[config.mk]
export PLATFORM = sky130hd
export DESIGN_NAME = evm_queue
export DESIGN_NICKNAME = d
export VERILOG_FILES = /design/src/rtl/evm_pkg.sv /design/src/rtl/evm_queue.sv
export SDC_FILE = /design/constraint.sdc
export NUM_CORES = 1
export LEC_CHECK = 0
export BUFFER_PORTS_ARGS = -buffer_cell sky130_fd_sc_hd__buf_2
export CAP_MARGIN = 5
export CORE_ASPECT_RATIO = 1.5
export CORE_MARGIN = 8
export CORE_UTILIZATION = 52
export CTS_CLUSTER_DIAMETER = 40
export DETAILED_ROUTE_END_ITERATION = 10
export PLACE_DENSITY_LB_ADDON = 0.25
export SYNTH_ARGS = -nofsm -noshare
export SYNTH_HDL_FRONTEND = slang
export SYNTH_SLANG_ARGS = --single-unit
[constraint.sdc]
create_clock -name clk -period 12.4 [get_ports clk]
set_input_delay 0 -clock clk [delete_from_list [all_inputs] [get_ports clk]]
set_output_delay 0 -clock clk [all_outputs]
set_load 0.02 [all_outputs]
[src/rtl/evm_pkg.sv]
// Package for the Euler-angle view matrix core: payload types, constants and helpers.
`timescale 1ns / 1ps
package evm_pkg;

	localparam int unsigned SinA = 102943;
	localparam int unsigned SinB = 42047;
	localparam int unsigned SinC = 4640;
	localparam int unsigned QueueDepth = 2;

	typedef struct packed {
		logic signed [15:0] pitch_angle;
		logic signed [15:0] yaw_angle;
		logic signed [15:0] roll_angle;
		logic signed [31:0] pos_x;
		logic signed [31:0] pos_y;
		logic signed [31:0] pos_z;
	} cam_in_t;

	typedef struct packed {
		logic [1:0]         row_index;
		logic signed [31:0] col0;
		logic signed [31:0] col1;
		logic signed [31:0] col2;
		logic signed [31:0] col3_translate;
		logic               last_row;
	} row_out_t;

	// Trig values are Q16.16 in [-1, 1]; 19 bits signed hold them.
	typedef struct packed {
		logic signed [18:0] sx;
		logic signed [18:0] cx;
		logic signed [18:0] sy;
		logic signed [18:0] cy;
		logic signed [18:0] sz;
		logic signed [18:0] cz;
		logic signed [31:0] px;
		logic signed [31:0] py;
		logic signed [31:0] pz;
	} trig_t;

	// Round to nearest, ties upwards, then drop 16 fraction bits.
	function automatic logic signed [47:0] rnd16(input logic signed [63:0] v);
		logic signed [63:0] t;
		t = v + 64'sd32768;
		return t[63:16];
	endfunction

	// Folds a binary angle into [-16384, 16384] and returns z = 4*s (Q16).
	function automatic logic signed [18:0] fold_z(input logic [15:0] ang);
		logic signed [17:0] s;
		s = 18'(signed'(ang));
		if (s > 18'sd16384) begin
			s = 18'sd32768 - s;
		end else if (s < -18'sd16384) begin
			s = -18'sd32768 - s;
		end
		return 19'(s) <<< 2;
	endfunction

endpackage

[src/rtl/evm_queue.sv]
// Short queue between the trig front and the row back end.
`timescale 1ns / 1ps
`default_nettype none
module evm_queue (
	input  wire logic           clk,
	input  wire logic           arst_n,
	input  wire logic           wr_valid,
	output logic                wr_stall,
	input  wire evm_pkg::trig_t wr_data,
	output logic                rd_valid,
	input  wire logic           rd_stall,
	output evm_pkg::trig_t      rd_data
);
	evm_pkg::trig_t mem_q [evm_pkg::QueueDepth];
	logic           wp_q, rp_q;
	logic [1:0]     cnt_q;
	logic           wr_en, rd_en;

	assign wr_stall = (cnt_q == 2'(evm_pkg::QueueDepth));
	assign rd_valid = (cnt_q != 2'd0);
	assign wr_en = wr_valid && !wr_stall;
	assign rd_en = rd_valid && !rd_stall;
	assign rd_data = mem_q[rp_q];

	always_ff @(posedge clk or negedge arst_n) begin
		if (!arst_n) begin
			wp_q <= 1'b0;
			rp_q <= 1'b0;
			cnt_q <= 2'd0;
		end else begin
			if (wr_en) wp_q <= !wp_q;
			if (rd_en) rp_q <= !rp_q;
			cnt_q <= cnt_q + 2'(wr_en) - 2'(rd_en);
		end
	end

	always_ff @(posedge clk) begin
		if (wr_en) mem_q[wp_q] <= wr_data;
	end
endmodule
`default_nettype wire

* Word-level counts from Yosys, hierarchy flattened *
Memories as Yosys holds them, arrays and structs flattened.
Cells that the tools add are included.

word-level totals
  bits in latches = 0
  bits in writable memories = 420
  flip-flop bits (word level) = 4
  input bits = 214
  output and inout bits = 212
  ROM bits = 0
  memories = 1

memory list
  name   words  bits a word  read ports  clocked after Yosys merged registers in  write ports  line             source
  mem_q  2      210          1           0                                        1            evm_queue.sv:14  evm_pkg::trig_t mem_q [evm_pkg::QueueDepth];

cells by class
  $mul = 0
  div/mod/pow operators = 0
  reduce and logical (&&, ||, !) cells = 7
  multiplexer cells = 2
  bitwise gates (word level) = 0
  equal/unequal tests = 1
  $lt $le $gt $ge = 0
  shift-type cells = 0
  $add $sub $neg = 2

operators by type and width
  kind                                        count
  zero test 1 bit                             4
  adder 2 x 1 -> 2 bit                        1
  equality test 2 bit, second input constant  1
  logical AND 1 bit                           2
  2-to-1 mux 1 bit                            2
  nonzero test 2 bit                          1
  subtractor 2 x 1 -> 2 bit                   1

* Logic depth before layout (Yosys ltp) *
Gate-level depths: netlist of run 1.

  word-level depth = 5
  depth in mapped cells = 7

* Least setup slack after synthesis of run 1 *
No wires, ideal clock.

  path kind = register to register
  from = reg cnt_q[1]
  to = mem mem_q[0][0] (netlist bit), enable pin
  period minus slack after synthesis = 10.076 ns
  buffers on the path = 0
  setup slack = 2.324 ns
  setup time = 0.784 ns
  arrival = 9.293 ns
  required time = 11.616 ns
  cell stages (with the launch flop) = 4
  cells stage by stage = dfrtp_1 nand2b_1 nand2_1 nor2_1

on the way
  word-level cells in the longest chain between the ends = 5

ends and longest elaborated chain
  item                                    line             source
  start, declared                         evm_queue.sv:16  logic [1:0] cnt_q;
  start signal, assigned                  evm_queue.sv:33  cnt_q <= cnt_q + 2'(wr_en) - 2'(rd_en);
  equality test 2 bit                     evm_queue.sv:19  assign wr_stall = (cnt_q == 2'(evm_pkg::QueueDepth));
  zero test 1 bit                         evm_queue.sv:21  assign wr_en = wr_valid && !wr_stall;
  logical AND 1 bit                       evm_queue.sv:21
  2-to-1 mux 1 bit                        evm_queue.sv:38  if (wr_en) mem_q[wp_q] <= wr_data;
  2-to-1 mux 1 bit (implied by the code)  evm_queue.sv:38
  end, declared                           evm_queue.sv:14

No other way between the ends.

==> flow_metrics.tcl, run 1 <==
set metrics [dict create \
    outcome "complete, no violations" \
    htree_levels 2 \
    dieArea_um2 35500 \
    min_period_ns 3.19 \
    drive_above_1_share 0.514 \
    grtUsageMet2 0.377 \
    path_max_fanout 79 \
    syn_area_per_cell_um2 23.0 \
    muxShareOfSynthArea 0.153 \
    r2r_slack_ns 9.51 \
    initial_utilization 0.525 \
    grt_busiest_layer "met2" \
    relSlewSlack 0.246 \
    cts_buffers 40 \
    drc 0 \
    finalCritPeriodShare 0.257 \
    routedWlPerCell_um 21.3 \
    area_delta_synth_final_pct 38.0 \
    dpl.hpwl_um 23000 \
    hold_path_depth 2 \
    io_buffers 425 \
    synth_xor_area_frac 0.00227 \
    antenna_found_initial 2 \
    netlist_area_um2 15400 \
    setup_tns_ns 0 \
    synth_nets 887 \
    rr_endpoint "mem_q[0][149]" \
    synth_compound_area_frac 0 \
    grtUsageMet1 0.208 \
    row_count 77 \
    slowest_delay_ns 1.05 \
    synth_cell_types 15 \
    yosysWarnings 0 \
    synth-simple-area-share 0.00211 \
    powerDensity_nw_per_um2 229 \
    worst-r2r-cell-count 5 \
    hold_slack_ns 0.201 \
    drt_iter0_drc 406 \
    cts-resized-gates 0 \
    globalplace.congestion 0.760 \
    fin_skew_ns 0.0118 \
    routed_wl_um 37500 \
    die_w_um 157 \
    final_hold_viol_count 0 \
    required_ns 12.40 \
    synthAdderAreaFrac 0.00162 \
    min-delay-start "wr_data[79]" \
    io_pins 426 \
    postCtsSetupRepairBufs 0 \
    grt_overflow 0 \
    vias 8800 \
    ant_nets 0 \
    grt_pass1_wl_um 54400 \
    postLayoutCoreUtil 0.724 \
    cp-end-kind "output port" \
    core_um2 29400 \
    nNetsFinal 1552 \
    clock_path_buffers 3 \
    crit_chain "buf_4 > mux2_2 > buf_2" \
    hold-path-endpoint "mem_q[1][79]" \
    grt_start_max_net_pins 84 \
    ys_seq_area_frac 0.824 \
    tightest_slew_ns 1.13 \
    path_class "reg2out" \
    path_buf_inv 2 \
    ys_ff_latch 424 \
    clk-insertion-delay-late_ns 0.53 \
    grt.met3_usage 0.0515 \
    root_buffer "clkbuf_16" \
    drv_cap 0 \
    viasPerCell 5.00 \
    clock-sinks 424 \
    leakagePower_nw 8.04 \
    die_h_um 227 \
    critical_path.slowest_cell "dfrtp_4" \
    dr.pass1.iters 6 \
    cp_top_family "buffers and inverters" \
    fmax_mhz 314 \
    grtUsageTotal 0.204 \
    ir_drop_mv 0.174 \
    slew_viol_final 0 \
    setup_violations 0 \
    cp.arrival_ns 3.19 \
    syn_inst 671 \
    clk_pin_slew_worst_paths_ns 0.07 \
    synth_top_family_by_area "multiplexers" \
    hold_class "in2reg" \
    rsz0062_at_grt "false" \
    grt_pass1_vias 9732 \
    r2r_start "cnt_q[1]" \
    cts_tree "yes" \
    cp-start-kind "flop" \
]
-- worst max-delay path by stage --
stage                     startpoint       endpoint  slack, ns  cells past startpoint
after floorplan             cnt_q[1]    mem_q[0][0]       2.32                      3
after global placement      cnt_q[1]  mem_q[0][125]       9.51                      5
after detailed placement    cnt_q[1]  mem_q[0][195]       9.48                      5
after CTS                       rp_q   rd_data[164]       9.13                      3
after global routing            rp_q    rd_data[53]       9.03                      3
final                           rp_q   rd_data[128]       9.21                      3
-- synthesized netlist by cell type --
| library cell | number | share of area |
|---|---|---|
| edfxtp_1 | 420 | 0.82 |
| mux2_2 | 210 | 0.15 |
| buf_6 | 21 | 0.015 |
| dfrtp_1 | 4 | 0.0065 |
| xnor2_1 | 3 | 0.0017 |
| buf_2 | 2 | 0.00065 |
| ha_1 | 2 | 0.0016 |
| inv_1 | 2 | 0.00049 |
| and3_1 | 1 | 0.00041 |
| nand2_1 | 1 | 0.00024 |
| nand2b_1 | 1 | 0.00041 |
| nor2_1 | 1 | 0.00024 |
| nor2b_1 | 1 | 0.00041 |
| or2_2 | 1 | 0.00041 |
| xor2_1 | 1 | 0.00057 |
-- state kept, by name, indices dropped and copies added (netlist names) --
name   count
mem_q    420
rp_q       1
wp_q       1
cnt_q      2
-- stage by stage --
| step | setup WS, ns | total power, W | instances | area (um^2) |
|---|---|---|---|---|
| 4_1_cts | 9.13 | 0.00491 | 1758 | 21300 |
| 2_1_floorplan | 2.32 | 0.00326 | 671 | 15400 |
| 3_3_place_gp | 9.51 | 0.00364 | 1475 | 17900 |
| 5_1_grt | 9.03 | 0.00507 | 1760 | 21300 |
| 3_5_place_dp | 9.48 | 0.00367 | 1475 | 17900 |
| 6_report | 9.21 | 0.00487 | 1760 | 21300 |
-- per-layer routing --
| layer | up-vias | part of all wire | wire length, um |
|---|---|---|---|
| met2 | 345 | 0.54 | 20300 |
| met1 | 4333 | 0.34 | 12800 |
| met4 | 0 | 0.050 | 1870 |
| li1 | 4017 | - | - |
| met5 | - | 0 | 0 |
| met3 | 105 | 0.068 | 2570 |
-- cells by family after synthesis --
kind of cell  Yosys count
xor+xnor                4
fa+ha+maj               2
buf+inv                25
flops                 424
mux                   210
simple gates            6
-- cells in the final DEF, fill, tap and decap left out, drive strengths merged, types with 2 or more instances in the layout --
cell / count
buf: 432
edfxtp: 420
dlygate4sd3: 214
mux2: 210
clkbuf: 48
clkinv: 15
bufinv: 4
dfrtp: 4
xnor2: 3
diode: 2
inv: 2
ha: 2
clkinvlp: 2
-- cell type report --
cell class                 count  area [um^2]
sequential                   424        12700
fill                        1755         8100
timing repair buffer         646         4320
antenna                        2         5.00
clock inverter                21          216
clock buffer                  48         1050
tap                          395          494
inverter                       2         7.51
multi-input combinational    222         2470
-- worst register-to-register path, cell delays in order, from the launching register on --
cell      delay (ns)
dfrtp_1         0.40
nand2b_1        0.13
nand2_1         0.15
nor2_4          0.10
buf_4           0.67
buf_4           0.97
-- report_power, final --
part | internal [W] | switching [W] | leakage, nW | total [W]
combinational | 0.000621 | 0.000991 | 3.48 | 0.00161
clock | 0.000689 | 0.000496 | 0.616 | 0.00119
sequential | 0.00196 | 0.000114 | 3.95 | 0.00208
total | 0.00327 | 0.00160 | 8.04 | 0.00487
-- what timing repair did --
item                                    in CTS  in global routing
hold endpoints to repair                   427                  0
hold buffers                               214                  0
endpoints found under the setup margin       0                  0
(Power assumes the default switching activity.)
==> inputs of run 2 (changes only) <==
Settings changed: CORE_UTILIZATION 52 to 47.
Clock period 12.4 ns to 2.7 ns, I/O delays scaled along.
==> flow_metrics.tcl, run 2 (synthesis results as in run 1) <==
set metrics [dict create \
    outcome "complete, no violations" \
    cts-resized-gates 0 \
    htree_levels 2 \
    grt_overflow 0 \
    postLayoutCoreUtil 0.671 \
    die_h_um 238 \
    clk_pin_slew_worst_paths_ns 0.06 \
    worst_slack_ns 0.490 \
    min-delay-start "wr_data[98]" \
    cp-end-kind "output port" \
    hold_slack_ns 0.187 \
    root_buffer "clkbuf_16" \
    final_hold_viol_count 0 \
    vias 8939 \
    final_cell_mix "buf_2 (425), edfxtp_1 (420), dlygate4sd3_1 (214)" \
    place_ws_ns 0.764 \
    min_period_ns 2.21 \
    path_max_fanout 61 \
    slew_viol_final 0 \
    io_pins 426 \
    io_buffers 425 \
    grt_start_max_net_pins 62 \
    fin_skew_ns 0.0110 \
    fmax_mhz 452 \
    initial_utilization 0.476 \
    core_um2 32400 \
    grtUsageTotal 0.189 \
    antenna_found_initial 3 \
    leakagePower_nw 8.24 \
    finalCritPeriodShare 0.819 \
    area_delta_synth_final_pct 41.1 \
    globalplace.congestion 0.797 \
    rsz0062_at_grt "false" \
    tightest_slew_ns 0.780 \
    wl_met2_um 20400 \
    path_class "reg2out" \
    rr_endpoint "mem_q[0][189]" \
    clk-insertion-delay-late_ns 0.53 \
    cts_buffers 43 \
    postCtsSetupRepairBufs 0 \
    clock_path_buffers 3 \
    cts_tree "yes" \
    worst-r2r-cell-count 4 \
    reg_top3 "mem_q x420, cnt_q x2" \
    hold_class "in2reg" \
    dieArea_um2 39000 \
    dpl.hpwl_um 24800 \
    cp-start-kind "flop" \
    hold-path-endpoint "mem_q[0][98]" \
    nNetsFinal 1572 \
    drv_cap 0 \
    cts_hold_buf 214 \
    drc 0 \
    r2r_start "cnt_q[1]" \
    die_w_um 164 \
    route.met3.wl_um 2790 \
    routed_wl_um 37700 \
    relSlewSlack 0.479 \
    hold_path_depth 2 \
    dr.pass1.iters 5 \
    ant_nets 0 \
    clock-sinks 424 \
    row_count 81 \
    layout_commonest_cell "buf_2" \
    grt_pass1_vias 10008 \
    setup_violations 0 \
    top_register "mem_q" \
    required_ns 2.70 \
    routedWlPerCell_um 20.9 \
    drt_iter0_drc 383 \
    ir_drop_mv 0.804 \
    powerDensity_nw_per_um2 1060 \
    largest_register_ffs 420 \
    cp.arrival_ns 2.21 \
    drive_above_1_share 0.524 \
    viasPerCell 4.95 \
    m1WireLength_um 12500 \
    top_layer "met4" \
    r2r_slack_ns 0.78 \
    grt_pass1_wl_um 56300 \
]
[run 2: power by group]
part / total, W / switching, W / internal [W]
Clock: 0.00576 / 0.00241 / 0.00335
Combinational: 0.00795 / 0.00477 / 0.00318
Sequential: 0.00935 / 0.000381 / 0.00897
[run 2: final cells by class]
class / count / area [um^2]
sequential: 424 / 12700
fill: 2181 / 10700
timing repair buffer: 663 / 4650
multi-input combinational: 222 / 2470
clock buffer: 49 / 1140
tap: 415 / 519
clock inverter: 28 / 243
antenna: 4 / 10.0
inverter: 2 / 7.51
[run 2: how the worst max path moves through the flow]
stage	from	to	depth (start not counted)
2_1_floorplan	cnt_q[1]	mem_q[0][0]	3
3_3_place_gp	cnt_q[1]	mem_q[0][141]	4
3_5_place_dp	cnt_q[1]	mem_q[0][145]	4
4_1_cts	rp_q	rd_data[153]	3
5_1_grt	rp_q	rd_data[197]	3
6_report	rp_q	rd_data[197]	3
[run 2: per-layer routing]
layer,global-route usage,vias to the layer above
met2,0.342,348
met4,0.104,0
met5,0,-
met3,0.0531,99
met1,0.193,4417
li1,-,4075
[run 2: through the flow]
step | area, um^2 | setup TNS, ns | power [W] | instances
2_1_floorplan | 15400 | -474.67 | 0.0147 | 671
3_3_place_gp | 18200 | 0 | 0.0172 | 1512
3_5_place_dp | 18200 | 0 | 0.0172 | 1512
4_1_cts | 21700 | 0 | 0.0233 | 1803
5_1_grt | 21800 | 0 | 0.0240 | 1807
6_report | 21800 | 0 | 0.0231 | 1807
[run 2: critical path, cell delays in order, from the launching register on]
cell     delay (ns)
dfrtp_4        0.69
buf_12         0.33
mux2_2         0.40
buf_2          0.17
==> inputs of run 3 (changes only) <==
Settings changed: CORE_UTILIZATION 47 to 52.
Clock period 2.7 ns to 2.12 ns, I/O delays scaled along.
==> flow_metrics.tcl, run 3 (synthesis results as in run 1) <==
set metrics [dict create \
    place_ws_ns 0.365 \
    rsz0062_at_grt "false" \
    drive_above_1_share 0.516 \
    row_count 77 \
    vias 8790 \
    largest_register_ffs 420 \
    pwr-share-comb 0.349 \
    postLayoutCoreUtil 0.730 \
    die_w_um 157 \
    clock_path_buffers 3 \
    grt_pass1_wl_um 53900 \
    tightest_slew_ns 0.544 \
    cts_buffers 39 \
    cts_tree "yes" \
    die_h_um 227 \
    root_buffer "clkbuf_16" \
    area.sequential_um2 12700 \
    pwr-share-clk 0.234 \
    final_hold_viol_count 0 \
    p_int_w 0.0191 \
    relSlewSlack 0.637 \
    worst_slack_ns 0.0781 \
    dieArea_um2 35500 \
    hold_slack_ns 0.191 \
    fillers 1724 \
    switchingPower_w 0.00933 \
    hold_class "in2reg" \
    grt_overflow 0 \
    critical_path.slowest_cell "dfrtp_4" \
    grt_pass1_vias 9774 \
    sequentialPowerShare 0.417 \
    clk-insertion-delay-late_ns 0.53 \
    clock-sinks 424 \
    crit_chain "buf_16 > mux2_2 > buf_2" \
    fmax_mhz 490 \
    top_register "mem_q" \
    leakagePower_nw 8.10 \
    path_class "reg2out" \
    path_max_fanout 91 \
    clk_pin_slew_worst_paths_ns 0.06 \
    final_cell_mix "buf_2 (425), edfxtp_1 (420), dlygate4sd3_1 (214)" \
    viasPerCell 4.95 \
    nNetsFinal 1560 \
    slew_viol_final 0 \
    layout_commonest_cell "buf_2" \
    core_um2 29400 \
    routedWlPerCell_um 20.7 \
    finalCritPeriodShare 0.963 \
    cp-end-kind "output port" \
    drc 0 \
    drv_cap 0 \
    reg_top3 "mem_q x420, cnt_q x2" \
    dpl.hpwl_um 23400 \
    slowest_delay_ns 0.47 \
    fin_skew_ns 0.0148 \
    initial_utilization 0.525 \
    powerDensity_nw_per_um2 1330 \
    ant_nets 0 \
    worst-r2r-cell-count 7 \
    required_ns 2.12 \
    area_delta_synth_final_pct 39.0 \
    io_buffers 425 \
    htree_levels 2 \
    p_sw_frac 0.328 \
    hold_path_depth 2 \
    routed_wl_um 36700 \
    io_pins 426 \
    antenna_found_initial 7 \
    ir_drop_mv 0.944 \
    postCtsSetupRepairBufs 0 \
    setup_violations 0 \
    dr.pass1.iters 4 \
    outcome "complete, no violations" \
    globalplace.congestion 0.786 \
    grtUsageTotal 0.201 \
    grt_start_max_net_pins 92 \
    min_period_ns 2.04 \
    cp-start-kind "flop" \
    cp.arrival_ns 2.04 \
    drt_iter0_drc 397 \
    multi_input_area_um2 2470 \
]
run 3: cell types whose count changed in the layout (fill, tap and decap cells not counted):
cell	previous run	this run
buf_4	8	6
clkbuf_1	4	12
clkinv_2	6	5
inv_8	2	0
bufinv_16	3	2
diode_2	4	6
buf_16	0	1
buf_12	16	9
clkinv_4	3	2
clkbuf_16	45	41
clkinv_1	9	5
clkinvlp_4	3	1
run 3: final timing paths:
path,startpoint,slack [ns],endpoint
setup / recovery,rp_q,0.08,rd_data[108]
hold / removal,wr_data[84],0.19,mem_q[1][84]
setup reg to reg,cnt_q[1],0.36,cnt_q[1]
hold reg to reg,cnt_q[0],0.53,cnt_q[0]
max in group asynchronous,arst_n,1.56,rp_q
min in group asynchronous,arst_n,0.37,rp_q
run 3: power by group through the flow:
stage | clock network (W) | registers (W) | logic [W]
final | 0.00666 | 0.0119 | 0.00995
after CTS | 0.00681 | 0.0118 | 0.0100
after floorplan | 0 | 0.0121 | 0.00661
after global routing | 0.00714 | 0.0120 | 0.0105
after global placement | 0 | 0.0119 | 0.00963
after detailed placement | 0 | 0.0120 | 0.00965
run 3: area by class of cell:
cell class,instances,area share
Antenna cell,6,0.000700
Clock buffer,53,0.0499
Clock inverter,17,0.00683
Inverter,2,0.000350
Multi-Input combinational cell,222,0.115
Sequential cell,424,0.593
Tap cell,395,0.0230
Timing Repair Buffer,655,0.211
run 3: repair_timing:
item / in CTS / in global routing
hold buffers: 214 / 0
setup endpoints to repair: 0 / 1
gates resized for setup: 0 / 1
endpoints found under the hold margin: 427 / 0
run 3: metal layers:
| metal | up-vias | global-route usage | share of wire |
|---|---|---|---|
| met5 | - | 0 | 0.00035 |
| met4 | 2 | 0.116 | 0.055 |
| met3 | 103 | 0.0564 | 0.075 |
| met2 | 367 | 0.363 | 0.54 |
| met1 | 4292 | 0.205 | 0.33 |
| li1 | 4026 | - | - |
run 3: worst max-delay path, delay by kind of cell, from the launching register on:
family	cells	cell delay, ns
flip-flops	1	0.47
buffers and inverters	2	0.55
multiplexers	1	0.41
run 3: through the flow:
stage	std cells	TNS [ns]	area, um^2	power [W]
2_1_floorplan	671	-718.27	15400	0.0187
3_3_place_gp	1484	0	18100	0.0215
3_5_place_dp	1484	0	18100	0.0217
4_1_cts	1768	0	21400	0.0287
5_1_grt	1773	0	21400	0.0297
6_report	1774	0	21400	0.0285
